==> config.mk <==
export PLATFORM = sky130hd
export DESIGN_NAME = gsll_front
export DESIGN_NICKNAME = d
export VERILOG_FILES = /design/src/design/gsll_pkg.sv /design/src/design/gsll_front.sv
export SDC_FILE = /design/constraint.sdc
export NUM_CORES = 1
export LEC_CHECK = 0
export ABC_CLOCK_PERIOD_IN_PS = 9800
export BUFFER_PORTS_ARGS = -buffer_cell sky130_fd_sc_hd__buf_4
export CAP_MARGIN = 5
export CORE_MARGIN = 4
export CORE_UTILIZATION = 30
export CTS_BUF_LIST = sky130_fd_sc_hd__clkbuf_4 sky130_fd_sc_hd__clkbuf_8
export CTS_CLUSTER_SIZE = 16
export DETAILED_ROUTE_END_ITERATION = 8
export PLACE_DENSITY = 0.52
export SKIP_LAST_GASP = 1
export SYNTH_ARGS = -nofsm -noshare
export SYNTH_HDL_FRONTEND = slang
export SYNTH_SLANG_ARGS = --single-unit
==> constraint.sdc <==
create_clock -name clk -period 9.8 [get_ports clk]
set_clock_uncertainty 0.15 [all_clocks]
set_input_delay 0.98 -clock clk [delete_from_list [all_inputs] [get_ports clk]]
set_output_delay 0.98 -clock clk [all_outputs]
set_load 0.02 [all_outputs]
==> src/design/gsll_pkg.sv <==
// ----------------------------------------------------------------------------
// gsll_pkg: shared types, constants and table functions
// Holds the queue item type that passes from the front end to the back end,
// the fixed-point constants, and the functions that build the log-add table.
// ----------------------------------------------------------------------------
package gsll_pkg;

  // Parameter defaults for the top level.
  localparam int MaxDimsDefault         = 64;
  localparam int LogTableEntriesDefault = 256;

  // Dimension counter width, sized for the largest supported MAX_DIMS.
  localparam int DimW = 11;

  // Depth of the queue between the front end and the back end.
  localparam int QueueDepth = 2;

  // Fraction bits produced by the log2 squaring loop.
  localparam int LogFracBits = 16;

  // Log-add index: difference in Q16.16 scaled by entries over a 16.0 range.
  localparam int LogaddShift = 20;

  localparam logic [16:0] LogTwoPiQ16    = 17'd120447;
  localparam logic [31:0] Ln2Q32         = 32'd2977044472;
  localparam logic [63:0] LogaddRangeQ16 = 64'd1048576;
  localparam logic [47:0] PowerMax       = '1;
  localparam logic [63:0] OneQ31         = 64'h0000_0000_8000_0000;
  localparam logic [63:0] HalfQ31        = 64'h0000_0000_4000_0000;

  // What an item does once its dimension has been accumulated.
  typedef enum logic [1:0] {
    KIND_DIM,
    KIND_COMP_END,
    KIND_STATE_END
  } kind_t;

  // One classified item as queued for the back end.
  typedef struct packed {
    kind_t              kind;
    logic               acc;
    logic [DimW-1:0]    dims;
    logic [31:0]        diff_sq;
    logic [23:0]        inv_var;
    logic [4:0]         lead_pos;
    logic [30:0]        mant;
    logic signed [31:0] norm_const;
    logic signed [31:0] log_weight;
  } item_t;

  // Truncated 16 fraction bits of log2(m) for m in Q.30 within [1,2).
  function automatic logic [15:0] log2_frac(input logic [63:0] m_in);
    logic [63:0] m;
    logic [15:0] bits;
    m    = m_in;
    bits = '0;
    for (int k = 0; k < LogFracBits; k++) begin
      m    = (m * m) >> 30;
      bits = {bits[14:0], 1'b0};
      if (m >= 64'h0000_0000_8000_0000) begin
        m       = m >> 1;
        bits[0] = 1'b1;
      end
    end
    return bits;
  endfunction

  // Non-negative log2 value in Q16.16 to natural log in Q16.16, rounded.
  function automatic logic [31:0] log2_to_ln_pos(input logic [63:0] l2);
    logic [63:0] prod;
    prod = l2 * {32'd0, Ln2Q32} + 64'h0000_0000_8000_0000;
    return prod[63:32];
  endfunction

  // One log-add table entry: ln(1 + exp(-d)) for d in Q16.16.
  function automatic logic [31:0] logadd_entry(input logic [63:0] d);
    logic [63:0] t;
    logic [63:0] t2;
    logic [63:0] t3;
    logic [63:0] t4;
    logic [63:0] e;
    logic [63:0] m;
    t  = d << 7;
    t2 = (t * t + HalfQ31) >> 31;
    t3 = (t2 * t + HalfQ31) >> 31;
    t4 = (t3 * t + HalfQ31) >> 31;
    e  = OneQ31 - t + t2 / 64'd2 - t3 / 64'd6 + t4 / 64'd24;
    for (int k = 0; k < 8; k++) begin
      e = (e * e + HalfQ31) >> 31;
    end
    m = OneQ31 + e;
    if (m >= 64'h0000_0001_0000_0000) begin
      return log2_to_ln_pos(64'd65536);
    end
    return log2_to_ln_pos({48'd0, log2_frac(m >> 1)});
  endfunction

endpackage

==> src/design/gsll_front.sv <==
// ----------------------------------------------------------------------------
// gsll_front: input acceptance and item classification
// Takes one dimension per item, squares the feature difference, normalizes
// the inverse variance for the log unit, tracks the dimension count and
// tags each item with what the back end must do at its end.
// ----------------------------------------------------------------------------
module gsll_front #(
  parameter int MAX_DIMS = gsll_pkg::MaxDimsDefault
) (
  input  logic                  clk,
  input  logic                  rst_n,
  input  logic                  in_valid,
  output logic                  in_ready,
  input  logic signed [15:0]    feature,
  input  logic signed [15:0]    mean,
  input  logic [23:0]           inv_var,
  input  logic signed [31:0]    norm_const,
  input  logic signed [31:0]    log_weight,
  input  logic                  last_dim,
  input  logic                  last_comp,
  output logic                  push_valid,
  input  logic                  push_ready,
  output gsll_pkg::item_t       push_item
);

  logic [gsll_pkg::DimW-1:0] dim_cnt_r;
  logic [gsll_pkg::DimW-1:0] dim_cnt_nxt;
  logic [gsll_pkg::DimW-1:0] dims_after;
  logic                      accept;
  logic                      acc;
  logic signed [16:0]        diff;
  logic signed [33:0]        diff_sq;
  logic [23:0]               v;
  logic [4:0]                lead;

  assign in_ready   = push_ready;
  assign push_valid = in_valid;
  assign accept     = in_valid & push_ready;

  // Squared difference of feature and mean, at most 2^32 - 1.
  always_comb begin
    diff    = $signed({feature[15], feature}) - $signed({mean[15], mean});
    diff_sq = diff * diff;
  end

  // Leading one of the inverse variance; a zero code is read as one.
  always_comb begin
    v    = (inv_var == 24'd0) ? 24'd1 : inv_var;
    lead = 5'd0;
    for (int k = 0; k < 24; k++) begin
      if (v[k]) begin
        lead = 5'(k);
      end
    end
  end

  // Dimensions beyond the limit add nothing but still carry their markers.
  always_comb begin
    acc         = 32'(dim_cnt_r) < 32'(MAX_DIMS);
    dims_after  = acc ? dim_cnt_r + 1'b1 : dim_cnt_r;
    dim_cnt_nxt = dim_cnt_r;
    if (accept) begin
      dim_cnt_nxt = last_dim ? '0 : dims_after;
    end
  end

  // Build the queued item.
  always_comb begin
    push_item.acc        = acc;
    push_item.dims       = dims_after;
    push_item.diff_sq    = diff_sq[31:0];
    push_item.inv_var    = inv_var;
    push_item.lead_pos   = lead;
    push_item.mant       = {7'd0, v} << (5'd30 - lead);
    push_item.norm_const = norm_const;
    push_item.log_weight = log_weight;
    if (!last_dim) begin
      push_item.kind = gsll_pkg::KIND_DIM;
    end else if (last_comp) begin
      push_item.kind = gsll_pkg::KIND_STATE_END;
    end else begin
      push_item.kind = gsll_pkg::KIND_COMP_END;
    end
  end

  always_ff @(posedge clk) begin
    if (!rst_n) begin
      dim_cnt_r <= '0;
    end else begin
      dim_cnt_r <= dim_cnt_nxt;
    end
  end

endmodule

==> summary.md <==
| Metric | Value |
|---|---|
| Cell mode on critical path | fa_1 |
| Crit Path Category | in2out |
| EDFF count, synth | 0 |
| Die span in x | 215 um |
| Delay-heaviest family, CP | adder cells |
| Final WL | 35,400 um |
| Util after Layout | 36.8% |
| Drt via density | 4.64 |
| TritonRoute pass-1 iters | 4 |
| Dpl ws | -0.583 ns |
| Cells after synthesis | 1,504 |
| Arr. time, crit path | 8.61 ns |
| Clock slew at reported path FFs | 0.05 ns |
| Status | finished, final reports clean |
| Die Ht | 215 um |
| CORE AREA | 42,100 um^2 |
| Largest register FFs | 11 |
| Drt initial violations | 413 |
| Warnings from Yosys | 0 |
| DP Area | 15,100 um^2 |
| Root buffer cell | clkbuf_8 |
| Fin worst setup slack | 0.0632 ns |
| Area Growth Syn to Fin | 20.6% |
| I/O Pins | 298 |
| Total track usage | 15.4% |
| Final setup violation count | 0 |
| CP bufs+invs | 8 |
| # nets final | 2,183 |
| First-pass GRT wire length | 59,100 um |
| Syn_area_per_cell | 8.54 um^2 |
| Fraction of synthesis flops using an asynchronous set or reset pin | 0% |
| Post-DP HPWL | 31,200 um |
| RSZ-0062 raised after global routing | yes |
| Sequential share of the synthesized area | 1.71% |
| Number of buffers created by CTS | 3 |
| Num rows | 75 |
| Non-Filler Cell Area, Final | 15,500 um^2 |
| Worst min-delay path class | reg2reg |
| Share of layout cells above drive strength 1 | 25.7% |
| Synthesized cell area | 12,800 um^2 |
| Vias in the first global route | 11.2k |
| Max-cap violations | 0 |
| Max Clock Freq | 103 MHz |
| CTS H-tree lvls | 1 |
| DR vias | 10.4k |
| CTS Sinks | 11 |
| Drt drc | 0 |
| CP max stage cell | fa_2 |
| Max Slew Vio Count | 0 |
| Final setup TNS | 0 ns |
| Post-layout min period | 9.74 ns |
| Number of synthesized register bits | 11 |
| Worst stage delay on the critical path | 0.60 ns |
| Commonest non-fill, non-tap cell in the layout | inv_1 |
| Prevailing post-synth register cell | dfxtp_1 |
| Antenna Nets Post-Route | 0 |
| Initial antenna violation count | 0 |
| Crit end category | output port |
| CTS tree | done |
| Largest net degree at the start of global routing | 32 |
| Post-synth cell types | 78 |
| # diodes | 0 |
| Biggest regs | dim_cnt_r x11 |
| Gpl congestion | 0.888 |
| Hold Fails Final Rpt | 0 |
| Full die area | 46,200 um^2 |
| Wire length per cell | 15.8 um |
| Longest Clk Path Bufs | 2 |
| I/O Buffers | 167 |
| Final period util | 99.4% |
| Rel. slew slack | 43.8% |
| Initial Util | 30.5% |
| Crit path max fanout | 6 |
| Highest-count cells in the layout ignoring fill and taps | inv_1, buf_4, fa_1, nor2_1, nand2_1 |
| Slew @ Worst Pin | 0.842 ns |
| Total congestion overflow | 0 |
| Biggest register | dim_cnt_r |
| Startpoint types | primary input |
| Crit path required time | 8.67 ns |
| Worst-Skew Late Latency | 0.24 ns |
-- cells by family after synthesis --
family	count (synthesis)	share of synthesized area, %
compound gates	176	9.38
mux	43	4.70
other cells	1	0.0292
xor+xnor	64	4.63
simple gates	362	12.6
flops	11	1.71
buf+inv	493	17.4
fa+ha+maj	354	49.5
-- per-layer routing --
metal / part of all wire [%] / global-route usage [%]
met2: 49 / 26.6
met4: 0.88 / 1.71
met1: 46 / 21.9
met5: 0 / 0
met3: 3.9 / 1.44
-- worst paths after layout --
path,from,endpoint,slack (ns),depth (start not counted)
min reg2reg,dim_cnt_r[8],dim_cnt_r[8],0.34,1
max,feature[0],push_item[155],0.06,34
max reg2reg,dim_cnt_r[9],dim_cnt_r[5],7.45,7
min,dim_cnt_r[8],dim_cnt_r[8],0.34,1
-- layout make-up --
class | count | area (um^2)
Clock buffer | 4 | 48.8
Tap cell | 539 | 674
Inverter | 359 | 1370
Multi-Input combinational cell | 1001 | 10700
Fill cell | 4358 | 26600
Timing Repair Buffer | 327 | 2490
Sequential cell | 11 | 220
-- synth_stat cells, drive strengths merged, types with 3 or more instances --
cell type    n  area (um^2)
inv        358         1340
fa         258         5160
nor2       142          533
nand2      111          419
buf        107          783
ha          96         1200
xnor2       46          410
a21oi       42          214
o21ai       36          188
clkbuf      27          101
and2        26          163
mux2i       21          210
nor3        21          105
xor2        18          184
a21o        16          120
a211oi      13         97.6
mux4        13          293
dfxtp       11          220
nand3       10         55.1
nor2b       10         62.6
mux2         9          101
nand2b       8         50.1
a31oi        7         58.8
o21a         7         52.6
or2          7         43.8
and3         6         37.5
o21bai       6         48.8
o22ai        6         43.8
a22oi        5         37.5
o31ai        5         37.5
a31o         4         35.0
and4         4         35.0
o211ai       4         30.0
or3          4         25.0
or4          4         33.8
a2111oi      3         32.5
nand3b       3         22.5
nor4         3         18.8
o2bb2ai      3         26.3
o311ai       3         26.3
-- stage by stage --
step	instances	hold WS, ns
floorplan	1505	0.292
global placement	2228	0.320
detailed placement	2228	0.328
CTS	2237	0.339
global route	2241	0.358
finish	2241	0.341
-- timing repair --
action,4_1_cts,5_1_grt
setup buffers,5,4
hold buffers,0,0
pin swaps,30,21
gates resized for setup,37,43
endpoints found under the setup margin,6,12
Power is not shown: default switching activity piles up to over one toggle a cycle in this logic, so the estimate is an artifact.
