## config.mk

```make
export PLATFORM = sky130hd
export DESIGN_NAME = gsll_fifo
export DESIGN_NICKNAME = d
export VERILOG_FILES = /design/src/design/gsll_pkg.sv /design/src/design/gsll_fifo.sv
export SDC_FILE = /design/constraint.sdc
export NUM_CORES = 1
export LEC_CHECK = 0
export BUFFER_PORTS_ARGS = -buffer_cell sky130_fd_sc_hd__buf_2
export CAP_MARGIN = 40
export CORE_MARGIN = 1
export CORE_UTILIZATION = 50
export DETAILED_ROUTE_END_ITERATION = 10
export GPL_ROUTABILITY_DRIVEN = 0
export PLACE_DENSITY = 0.88
export SYNTH_ARGS = -nofsm -noshare
export SYNTH_HDL_FRONTEND = slang
export SYNTH_SLANG_ARGS = --single-unit
```

## constraint.sdc

```tcl
create_clock -name clk -period 9.63 [get_ports clk]
set_input_delay 1.926 -clock clk [delete_from_list [all_inputs] [get_ports clk]]
set_output_delay 1.926 -clock clk [all_outputs]
set_load 0.05 [all_outputs]
```

## src/design/gsll_pkg.sv

```systemverilog
// ----------------------------------------------------------------------------
// gsll_pkg: shared types, constants and table functions
// Holds the queue item type that passes from the front end to the back end,
// the fixed-point constants, and the functions that build the log-add table.
// ----------------------------------------------------------------------------
package gsll_pkg;

  // Parameter defaults for the top level.
  localparam int MaxDimsDefault         = 64;
  localparam int LogTableEntriesDefault = 256;

  // Dimension counter width, sized for the largest supported MAX_DIMS.
  localparam int DimW = 11;

  // Depth of the queue between the front end and the back end.
  localparam int QueueDepth = 2;

  // Fraction bits produced by the log2 squaring loop.
  localparam int LogFracBits = 16;

  // Log-add index: difference in Q16.16 scaled by entries over a 16.0 range.
  localparam int LogaddShift = 20;

  localparam logic [16:0] LogTwoPiQ16    = 17'd120447;
  localparam logic [31:0] Ln2Q32         = 32'd2977044472;
  localparam logic [63:0] LogaddRangeQ16 = 64'd1048576;
  localparam logic [47:0] PowerMax       = '1;
  localparam logic [63:0] OneQ31         = 64'h0000_0000_8000_0000;
  localparam logic [63:0] HalfQ31        = 64'h0000_0000_4000_0000;

  // What an item does once its dimension has been accumulated.
  typedef enum logic [1:0] {
    KIND_DIM,
    KIND_COMP_END,
    KIND_STATE_END
  } kind_t;

  // One classified item as queued for the back end.
  typedef struct packed {
    kind_t              kind;
    logic               acc;
    logic [DimW-1:0]    dims;
    logic [31:0]        diff_sq;
    logic [23:0]        inv_var;
    logic [4:0]         lead_pos;
    logic [30:0]        mant;
    logic signed [31:0] norm_const;
    logic signed [31:0] log_weight;
  } item_t;

  // Truncated 16 fraction bits of log2(m) for m in Q.30 within [1,2).
  function automatic logic [15:0] log2_frac(input logic [63:0] m_in);
    logic [63:0] m;
    logic [15:0] bits;
    m    = m_in;
    bits = '0;
    for (int k = 0; k < LogFracBits; k++) begin
      m    = (m * m) >> 30;
      bits = {bits[14:0], 1'b0};
      if (m >= 64'h0000_0000_8000_0000) begin
        m       = m >> 1;
        bits[0] = 1'b1;
      end
    end
    return bits;
  endfunction

  // Non-negative log2 value in Q16.16 to natural log in Q16.16, rounded.
  function automatic logic [31:0] log2_to_ln_pos(input logic [63:0] l2);
    logic [63:0] prod;
    prod = l2 * {32'd0, Ln2Q32} + 64'h0000_0000_8000_0000;
    return prod[63:32];
  endfunction

  // One log-add table entry: ln(1 + exp(-d)) for d in Q16.16.
  function automatic logic [31:0] logadd_entry(input logic [63:0] d);
    logic [63:0] t;
    logic [63:0] t2;
    logic [63:0] t3;
    logic [63:0] t4;
    logic [63:0] e;
    logic [63:0] m;
    t  = d << 7;
    t2 = (t * t + HalfQ31) >> 31;
    t3 = (t2 * t + HalfQ31) >> 31;
    t4 = (t3 * t + HalfQ31) >> 31;
    e  = OneQ31 - t + t2 / 64'd2 - t3 / 64'd6 + t4 / 64'd24;
    for (int k = 0; k < 8; k++) begin
      e = (e * e + HalfQ31) >> 31;
    end
    m = OneQ31 + e;
    if (m >= 64'h0000_0001_0000_0000) begin
      return log2_to_ln_pos(64'd65536);
    end
    return log2_to_ln_pos({48'd0, log2_frac(m >> 1)});
  endfunction

endpackage

```

## src/design/gsll_fifo.sv

```systemverilog
// ----------------------------------------------------------------------------
// gsll_fifo: item queue between front end and back end
// A short first-in first-out queue of classified items, so that the front
// end keeps accepting while the back end works through its steps.
// ----------------------------------------------------------------------------
module gsll_fifo (
  input  logic            clk,
  input  logic            rst_n,
  input  logic            push_valid,
  output logic            push_ready,
  input  gsll_pkg::item_t push_item,
  output logic            pop_valid,
  input  logic            pop_ready,
  output gsll_pkg::item_t pop_item
);

  localparam int Aw = (gsll_pkg::QueueDepth > 1) ? $clog2(gsll_pkg::QueueDepth) : 1;

  gsll_pkg::item_t slot_r [gsll_pkg::QueueDepth];
  logic [Aw-1:0]   wr_ptr_r;
  logic [Aw-1:0]   rd_ptr_r;
  logic [Aw:0]     count_r;
  logic            do_push;
  logic            do_pop;

  assign push_ready = count_r != (Aw + 1)'(gsll_pkg::QueueDepth);
  assign pop_valid  = count_r != '0;
  assign pop_item   = slot_r[rd_ptr_r];
  assign do_push    = push_valid & push_ready;
  assign do_pop     = pop_valid & pop_ready;

  // Pointers and fill level.
  always_ff @(posedge clk) begin
    if (!rst_n) begin
      wr_ptr_r <= '0;
      rd_ptr_r <= '0;
      count_r  <= '0;
    end else begin
      if (do_push) begin
        wr_ptr_r <= (32'(wr_ptr_r) == gsll_pkg::QueueDepth - 1) ? '0 : wr_ptr_r + 1'b1;
      end
      if (do_pop) begin
        rd_ptr_r <= (32'(rd_ptr_r) == gsll_pkg::QueueDepth - 1) ? '0 : rd_ptr_r + 1'b1;
      end
      if (do_push && !do_pop) begin
        count_r <= count_r + 1'b1;
      end else if (do_pop && !do_push) begin
        count_r <= count_r - 1'b1;
      end
    end
  end

  // Item storage.
  always_ff @(posedge clk) begin
    if (do_push) begin
      slot_r[wr_ptr_r] <= push_item;
    end
  end

endmodule

```

==> parameters.txt, run 1 <==
Parameter                              Value

Min path
  Class of the worst hold path ... reg -> reg
  Number of instances on the worst hold path ... 2
  Start point of the worst min-delay path ... count_r[1]
  Hold Path Sink ... count_r[1]

Global routing
  Congestion Overflow GR ... 0
  Via count of the first global-routing pass ... between 6k and 7k
  First-pass GRT wire length ... roughly 36 mm
  Total global-route track usage ... 18.17%
  Largest net degree at the start of global routing ... 110
  Number of antenna violations at the first check in global routing ... 6

Place
  Cell Area, Placed ... 15040 um^2
  HPWL after detailed placement ... approximately 16 mm
  Total of buffers placed on input and output ports ... about 350

Yosys
  Distinct cells, synth ... 21
  Leading post-synthesis cells by cell area ... edfxtp_1, mux2_4, mux2_2, buf_6, dfxtp_1
  YS warnings ... 0
  Ys async rst share ... 0%
  Sequential cell area fraction in the yosys report ... roughly four fifths
  Synthesized area per cell ... between 20 and 25 um^2
  Mapped cell area ... around 13000 um^2
  Number of enable flip-flop cells after synthesis ... 340
  Synth Net Count ... 728
  Area share of the largest cell type after synthesis ... 79.07%
  Synthesis-stage register bit count ... ~350
  Library cell occupying the most area in the post-synthesis netlist ... edfxtp_1
  Count of mapped cells out of synthesis ... 553
  Dominant register cell in the synthesized netlist ... edfxtp_1

Timing
  Unrepaired setup endpoints after global routing ... no
  Slew margin rel. ... between 30% and 40%
  Final hold violation count ... 0
  Pins Over Slew Limit ... 0
  Worst slew pin tran ... about 900 ps
  Count of endpoints failing setup in the final report ... 0
  Post-Route Skew ... approximately 14 ps
  Fin crit share ... approximately 42%
  F_max ... about 240 MHz
  Total Negative Setup Slacks ... 0 ps
  Final Critical Period ... just over 4000 ps

Cells and area
  Number of nets in the layout ... roughly 1.1k
  Final Core Density ... roughly 64%
  Highest-count cells in the layout ignoring fill and taps ... buf_2, edfxtp_1, mux2_4, mux2_2, clkbuf_16
  Summed area of non-filler cells in the final layout ... roughly 16000 um^2
  Syn-to-layout area delta ... 25.32%
  Layout fillers ... ~1.7k
  Most frequent standard cell in the layout excluding fill and tap cells ... buf_2
  Proportion of layout cells with a drive suffix above 1 ... 60.95%

Worst setup path
  Critical Path Start Type ... flip-flop
  Critical Path Sink Type ... output pin
  R2r startpoint ... count_r[0]
  Worst-path cell with the longest stage delay ... buf_12
  Ordered list of cells on the worst path ... buf_12 -> mux2_4 -> buf_2
  Worst Path Max Fanout ... 109
  Reg-to-reg slack, setup ... 7210 ps
  CP max stage delay ... about 500 ps
  Crit path arrival time ... about 2200 ps
  Required arrival time at the worst endpoint ... 7700 ps
  Critical path class ... reg -> out
  Number of cells traversed by the worst register-to-register path ... 3
  Terminus of the critical flop-to-flop path ... slot_r[1][126]

Floorplanning
  Total die area ... about 26000 um^2
  Effective utilization at floorplan ... about 51%
  Width of the die ... ~160 um
  CORE AREA ... 25250 um^2
  Cell row count ... 58
  DIE HEIGHT ... between 150 and 200 um
  Number of ports placed on the die boundary ... approximately 350

Route
  Post-detailed-route count of antenna-violating nets ... 0
  Via count ... around 6.4k
  Starting DRT DRC Count ... just over 400
  Drt first pass iters ... 4
  Final Routed Wirelength ... about 25 mm
  Routed wire length per instance ... 19.18 um
  Vias/cell ... roughly 5.0
  DRC viols ... 0

CTS
  Clock net sink count ... roughly 350
  Number of hold-repair buffers added at the cts stage ... 0
  Setup bufs post-CTS ... 0
  CTS H-Tree Depth ... 2
  Longest Clk Path Bufs ... 3
  Source-to-sink clock delay at the later pin of the worst-skew pair ... approximately 500 ps
  Number of buffers created by CTS ... 36
  Post-CTS resize count ... 0
  Register clock-pin slew on the reported worst setup and hold paths ... 50 ps
  CTS root buffer ... clkbuf_16
  Clock tree from TritonCTS ... yes

Job
  Max cap viols ... 0

Power and ir drop
  Pwr per Cell Area ... 309.9 nW/um^2
  Largest voltage drop on the vdd net ... between 200 and 250 uV
  Static leakage power ... 6.224 nW

Status
  Result of the run ... completed
stage by stage:
| stage | hold WS (ps) | total power, mW | std cells | worst slack (ps) |
|---|---|---|---|---|
| 3_3_place_gp | 530.7 | 3.689 | 1213 | 5397 |
| 4_1_cts | 572.2 | 5.062 | 1280 | 5538 |
| 5_1_grt | 625.6 | 5.190 | 1285 | 5462 |
| 6_report | 564.3 | 5.014 | 1285 | 5538 |
| 2_1_floorplan | 512.4 | 3.416 | 553 | 3209 |
| 3_5_place_dp | 550.3 | 3.744 | 1217 | 5736 |
state kept, by name, summed over array words and instances (netlist names), named ones only:
name,cells
count_r,2
rd_ptr_r,1
slot_r,340
wr_ptr_r,1
power breakdown:
| part | switching, mW | internal, mW |
|---|---|---|
| registers | 0.0530 | 1.88 |
| logic | 1.23 | 0.542 |
| clock network | 0.523 | 0.786 |
| total | 1.81 | 3.20 |
worst max-delay path by stage:
| stage | depth (start not counted) | slack, ps | endpoint |
|---|---|---|---|
| 5_1_grt | 3 | 5460 | pop_item[136] |
| 6_report | 3 | 5540 | pop_item[111] |
| 4_1_cts | 3 | 5540 | pop_item[31] |
| 2_1_floorplan | 1 | 3210 | slot_r[1][0] |
| 3_5_place_dp | 3 | 5740 | slot_r[1][140] |
| 3_3_place_gp | 3 | 5400 | pop_item[32] |
layer usage:
metal	wire length (um)	track usage (%)	share of wire, %
met3	1909	5.348	7.7
met4	762	8.539	3.1
met5	13	0	0.053
met2	12830	31.53	52
met1	9135	20.56	37
final cells by class:
type                    instances  area [um^2]  area share [%]
diodes                          5        12.51         0.07732
clock buffers                  45        955.9           5.907
clock inverters                18        172.7           1.067
inverters                       1        8.758         0.05413
multi-input cells             188         2434           15.04
flip-flops and latches        345        10310           63.74
well taps                     330        412.9           2.552
repair buffers                353         1872           11.57
logic make-up (layout without fill, tap and decap cells):
family          after synthesis  after routing  synth area share [%]
mux                         170            170                 17.73
compound gates                5              5                0.2713
other cells                   0              5                     0
flops                       345            345                 79.84
buf+inv                      20            417                 1.347
fa+ha+maj                     1              1               0.09688
xor+xnor                      3              3                0.2035
simple gates                  9              9                0.5039
synth_stat cells (2+ instances only):
| cell | instances |
|---|---|
| mux2_2 | 70 |
| buf_2 | 7 |
| buf_6 | 12 |
| and2_1 | 4 |
| mux2_4 | 100 |
| dfxtp_1 | 5 |
| edfxtp_1 | 340 |
| xnor2_1 | 2 |
worst max-delay path, delay by kind of cell (launching register included):
kind	cells	cell delay (ps)
buffers and inverters	2	720
DFF	1	380
muxes	1	360
No activity file was read; power rests on OpenSTA's default activity.
==> inputs of run 2 (changes only) <==
Clock period 9.63 ns to 4.3 ns, I/O delays scaled along.
==> parameters.txt, run 2 (synthesis gave the netlist of run 1 again) <==
Parameter                              Value

Timing
  Final hold violation count ... 0
  Fin crit share ... 74.51%
  Total Negative Setup Slacks ... 0 ps
  Slew margin rel. ... between 50% and 60%
  Count of endpoints failing setup in the final report ... 0
  Unrepaired setup endpoints after global routing ... no
  Post-Route Skew ... ~23 ps
  Pins Over Slew Limit ... 0
  Worst slew pin tran ... between 600 and 700 ps
  F_max ... 312.1 MHz
  Min Hold Slack ... 541.4 ps
  Final Critical Period ... between 3000 and 4000 ps

Floorplanning
  Width of the die ... 162.7 um
  CORE AREA ... about 25000 um^2
  Effective utilization at floorplan ... between 50% and 60%
  Number of ports placed on the die boundary ... roughly 350
  Cell row count ... 58
  DIE HEIGHT ... roughly 160 um
  Total die area ... around 26000 um^2

Cells and area
  Most frequent standard cell in the layout excluding fill and tap cells ... buf_2
  Largest register by flop count ... slot_r
  Max FFs per register ... 340
  Syn-to-layout area delta ... 25.45%
  Highest-count cells in the layout ignoring fill and taps ... buf_2, edfxtp_1, mux2_4, mux2_2, clkbuf_16
  Proportion of layout cells with a drive suffix above 1 ... roughly 61%
  Number of nets in the layout ... 1099
  Final non-filler cell total ... 1285
  Largest registers in the final layout ... slot_r x340, count_r x2

Global routing
  Global-route met1 utilization ... between 20 and 25%
  Number of antenna violations at the first check in global routing ... 9
  Total global-route track usage ... between 10% and 20%
  Via count of the first global-routing pass ... between 6k and 7k
  Layer with the highest usage after global routing ... met2
  Largest net degree at the start of global routing ... 97
  Met2 track demand over resource ... between 30 and 40%
  First-pass GRT wire length ... 35.97 mm
  Global routing usage on met3 ... 5.348%
  Congestion Overflow GR ... 0

CTS
  Clock net sink count ... 345
  CTS H-Tree Depth ... 2
  Setup bufs post-CTS ... 0
  Source-to-sink clock delay at the later pin of the worst-skew pair ... 500 ps
  Register clock-pin slew on the reported worst setup and hold paths ... ~60 ps
  CTS root buffer ... clkbuf_16
  Number of hold-repair buffers added at the cts stage ... 0
  Post-CTS resize count ... 0
  Number of buffers created by CTS ... 35
  Longest Clk Path Bufs ... 3
  Clock tree from TritonCTS ... yes

Status
  Result of the run ... completed

Worst setup path
  CP max stage delay ... 750 ps
  Crit path arrival time ... ~2300 ps
  Critical path class ... reg -> out
  Critical Path Start Type ... flip-flop
  Worst Path Max Fanout ... 56
  Required arrival time at the worst endpoint ... 3440 ps
  Critical Path Sink Type ... output pin
  Family of cells with the greatest summed delay on the critical path ... flip-flops
  CP Buf/Inv Count ... 2
  Worst-path cell with the longest stage delay ... dfxtp_4
  Ordered list of cells on the worst path ... buf_12 -> mux2_2 -> buf_2

Place
  Total of buffers placed on input and output ports ... between 300 and 400
  HPWL after detailed placement ... approximately 16 mm
  Post-Place Cells ... about 1.2k

Route
  Starting DRT DRC Count ... 354
  Post-detailed-route count of antenna-violating nets ... 0
  Vias/cell ... 5.035
  Routed wire length per instance ... around 19 um
  Via count ... between 6k and 7k
  Drt first pass iters ... 6
  DRC viols ... 0
  Final Routed Wirelength ... 24.50 mm

Power and ir drop
  Static leakage power ... 6.222 nW
  Largest voltage drop on the vdd net ... 518.5 uV
  Pwr per Cell Area ... between 600 and 700 nW/um^2

Min path
  Class of the worst hold path ... in -> reg

Job
  Max cap viols ... 0
run 2: worst paths after layout:
kind	from	to	slack (ps)	cells after the start
min reg2reg	count_r[1]	count_r[1]	570	2
max reg2reg	count_r[0]	slot_r[0][112]	1990	5
max	flip-flop	pop_item[169]	1100	3
min	push_item[163]	slot_r[1][163]	540	1
run 2: area by class of cell:
cell class,instances,area [um^2]
fill,1742,9056
timing repair buffer,353,1869
clock inverter,12,132.6
antenna,7,17.52
tap,330,412.9
clock buffer,49,1011
inverter,1,7.507
multi-input combinational,188,2434
sequential,345,10310
run 2: metrics by stage:
step / utilization, % / power (mW) / setup WS [ps] / cell area (um^2)
after detailed placement: 59.54 / 8.376 / 1577 / 15040
after global routing: 64.13 / 11.65 / 985.3 / 16200
after floorplan: - / 7.617 / 390.3 / 12920
after global placement: 59.43 / 8.289 / 1446 / 15010
after CTS: 64.07 / 11.37 / 1056 / 16180
final: 64.14 / 11.26 / 1096 / 16200
run 2: power breakdown:
part	switching [mW]	leakage (nW)	internal (mW)
clock	1.16	0.559	1.82
combinational	2.71	2.45	1.20
sequential	0.167	3.22	4.20
run 2: layer usage:
layer | share of wire, % | vias up
met2 | 51 | 273
met4 | 3.4 | 4
met5 | 0.11 | -
met1 | 37 | 3178
met3 | 7.9 | 61
li1 | - | 2954
==> inputs of run 3 (changes only) <==
Settings changed: CORE_UTILIZATION 50 to 47, PLACE_DENSITY 0.88 to 0.87.
Clock period 4.3 ns to 2.75 ns, I/O delays scaled along.
==> parameters.txt, run 3 (synthesis gave the netlist of run 1 again) <==
Parameter                              Value

Status
  Result of the run ... completed

Worst setup path
  Worst Path Max Fanout ... 32
  Critical Path Sink Type ... output pin
  Required arrival time at the worst endpoint ... 2200 ps
  Crit path arrival time ... between 2000 and 2500 ps
  Critical Path Start Type ... flip-flop
  Critical path class ... reg -> out

Floorplanning
  Number of ports placed on the die boundary ... roughly 350
  Effective utilization at floorplan ... between 40 and 50%
  Total die area ... 28140 um^2
  Cell row count ... 60
  DIE HEIGHT ... roughly 170 um
  Width of the die ... between 150 and 200 um
  CORE AREA ... 26950 um^2

CTS
  Clock tree from TritonCTS ... yes
  Longest Clk Path Bufs ... 3
  Source-to-sink clock delay at the later pin of the worst-skew pair ... 500 ps
  Setup bufs post-CTS ... 0
  Post-CTS resize count ... 0
  Register clock-pin slew on the reported worst setup and hold paths ... roughly 60 ps
  Number of hold-repair buffers added at the cts stage ... 0
  Clock net sink count ... 345
  Number of buffers created by CTS ... 35
  CTS root buffer ... clkbuf_16
  CTS H-Tree Depth ... 2

Power and ir drop
  Static leakage power ... between 6 and 7 nW
  Reg power frac ... between 30% and 40%
  Proportion of power drawn by combinational gates ... 36.0%
  Internal power contribution ... about 11 mW
  Switching Share ... a little over a third
  Largest voltage drop on the vdd net ... approximately 720 uV
  Pwr per Cell Area ... about 1100 nW/um^2
  Share of power burned in the clock network ... 25.8%
  Reported net switching power ... roughly 6.4 mW
  Power Total ... 17.71 mW

Cells and area
  Highest-count cells in the layout ignoring fill and taps ... buf_2, edfxtp_1, mux2_4, mux2_2, clkbuf_16
  Summed area of non-filler cells in the final layout ... roughly 16000 um^2
  Proportion of layout cells with a drive suffix above 1 ... between 60% and 70%
  Number of nets in the layout ... ~1.1k
  Largest register by flop count ... slot_r
  Final non-filler cell total ... approximately 1.3k
  Syn-to-layout area delta ... 27.37%
  Most frequent standard cell in the layout excluding fill and tap cells ... buf_2
  Largest registers in the final layout ... slot_r x340, count_r x2
  Max FFs per register ... 340

Timing
  Count of endpoints failing setup in the final report ... 0
  Unrepaired setup endpoints after global routing ... no
  Pins Over Slew Limit ... 0
  Final hold violation count ... 0
  Fin crit share ... about 95%
  Slew margin rel. ... slightly below 70%
  F_max ... around 380 MHz
  Post-Route Skew ... about 13 ps
  Final Critical Period ... 2621 ps
  Worst slew pin tran ... 462.0 ps

Place
  HPWL after detailed placement ... ~17 mm
  Cell Area, Placed ... 15330 um^2
  Total of buffers placed on input and output ports ... 345
  Post-Place Cells ... 1249

Route
  Post-detailed-route count of antenna-violating nets ... 0
  Vias/cell ... roughly 5
  DRC viols ... 0
  Starting DRT DRC Count ... between 300 and 400
  Final Routed Wirelength ... 25.06 mm
  Via count ... around 6.5k
  Drt first pass iters ... 5
  Routed wire length per instance ... ~19 um

Job
  Max cap viols ... 0

Global routing
  First-pass GRT wire length ... roughly 37 mm
  Largest net degree at the start of global routing ... between 60 and 70
  Total global-route track usage ... between 10% and 20%
  Number of antenna violations at the first check in global routing ... 7
  Congestion Overflow GR ... 0
  Via count of the first global-routing pass ... slightly below 7k

Min path
  Class of the worst hold path ... in -> reg
[run 3: final timing paths]
kind,to,from,cells after the start,slack (ps)
setup / recovery,pop_item[168],flip-flop,4,130
hold / removal,slot_r[0][164],push_item[164],1,230
setup reg to reg,slot_r[0][136],count_r[1],5,1000
hold reg to reg,flip-flop,rd_ptr_r,2,580
[run 3: routing by layer]
layer / wire length [um] / track usage [%] / vias up / share of wire (%)
met5: 8 / 0 / - / 0.032
met4: 854 / 8.257 / 2 / 3.4
met3: 1858 / 5.578 / 66 / 7.4
met2: 13100 / 30.80 / 262 / 52
met1: 9246 / 18.55 / 3178 / 37
li1: - / - / 3011 / -
[run 3: layout make-up]
| class | count | area [um^2] |
|---|---|---|
| repair buffers | 374 | 2145 |
| fillers | 1913 | 10500 |
| inverters | 1 | 7.507 |
| multi-input cells | 188 | 2434 |
| clock buffers | 47 | 963.4 |
| well taps | 341 | 426.7 |
| clock inverters | 14 | 141.4 |
| flip-flops and latches | 345 | 10310 |
| diodes | 6 | 15.01 |
[run 3: worst max-delay path: stages (launching register included)]
cell and delay (ps):
dfxtp_4 500, buf_12 250, buf_4 210, mux2_2 360
buf_2 220
[run 3: power groups by stage]
stage          registers (mW)  clock network (mW)  logic, mW
6_report                 6.78                4.56       6.37
3_5_place_dp             6.89                   0       6.40
2_1_floorplan            6.85                   0       5.06
5_1_grt                  6.84                4.84       6.61
3_3_place_gp             6.85                   0       6.32
4_1_cts                  6.79                4.69       6.42
[run 3: metrics by stage]
step	hold WS (ps)	utilization (%)	TNS [ps]	setup WS, ps
floorplan	512.4	-	-225180	-903.5
global placement	531.5	56.87	0	691.7
detailed placement	556.4	56.87	0	663.4
CTS	204.2	60.97	0	114.0
global route	212.2	61.02	0	72.27
finish	233.8	61.03	0	129.0
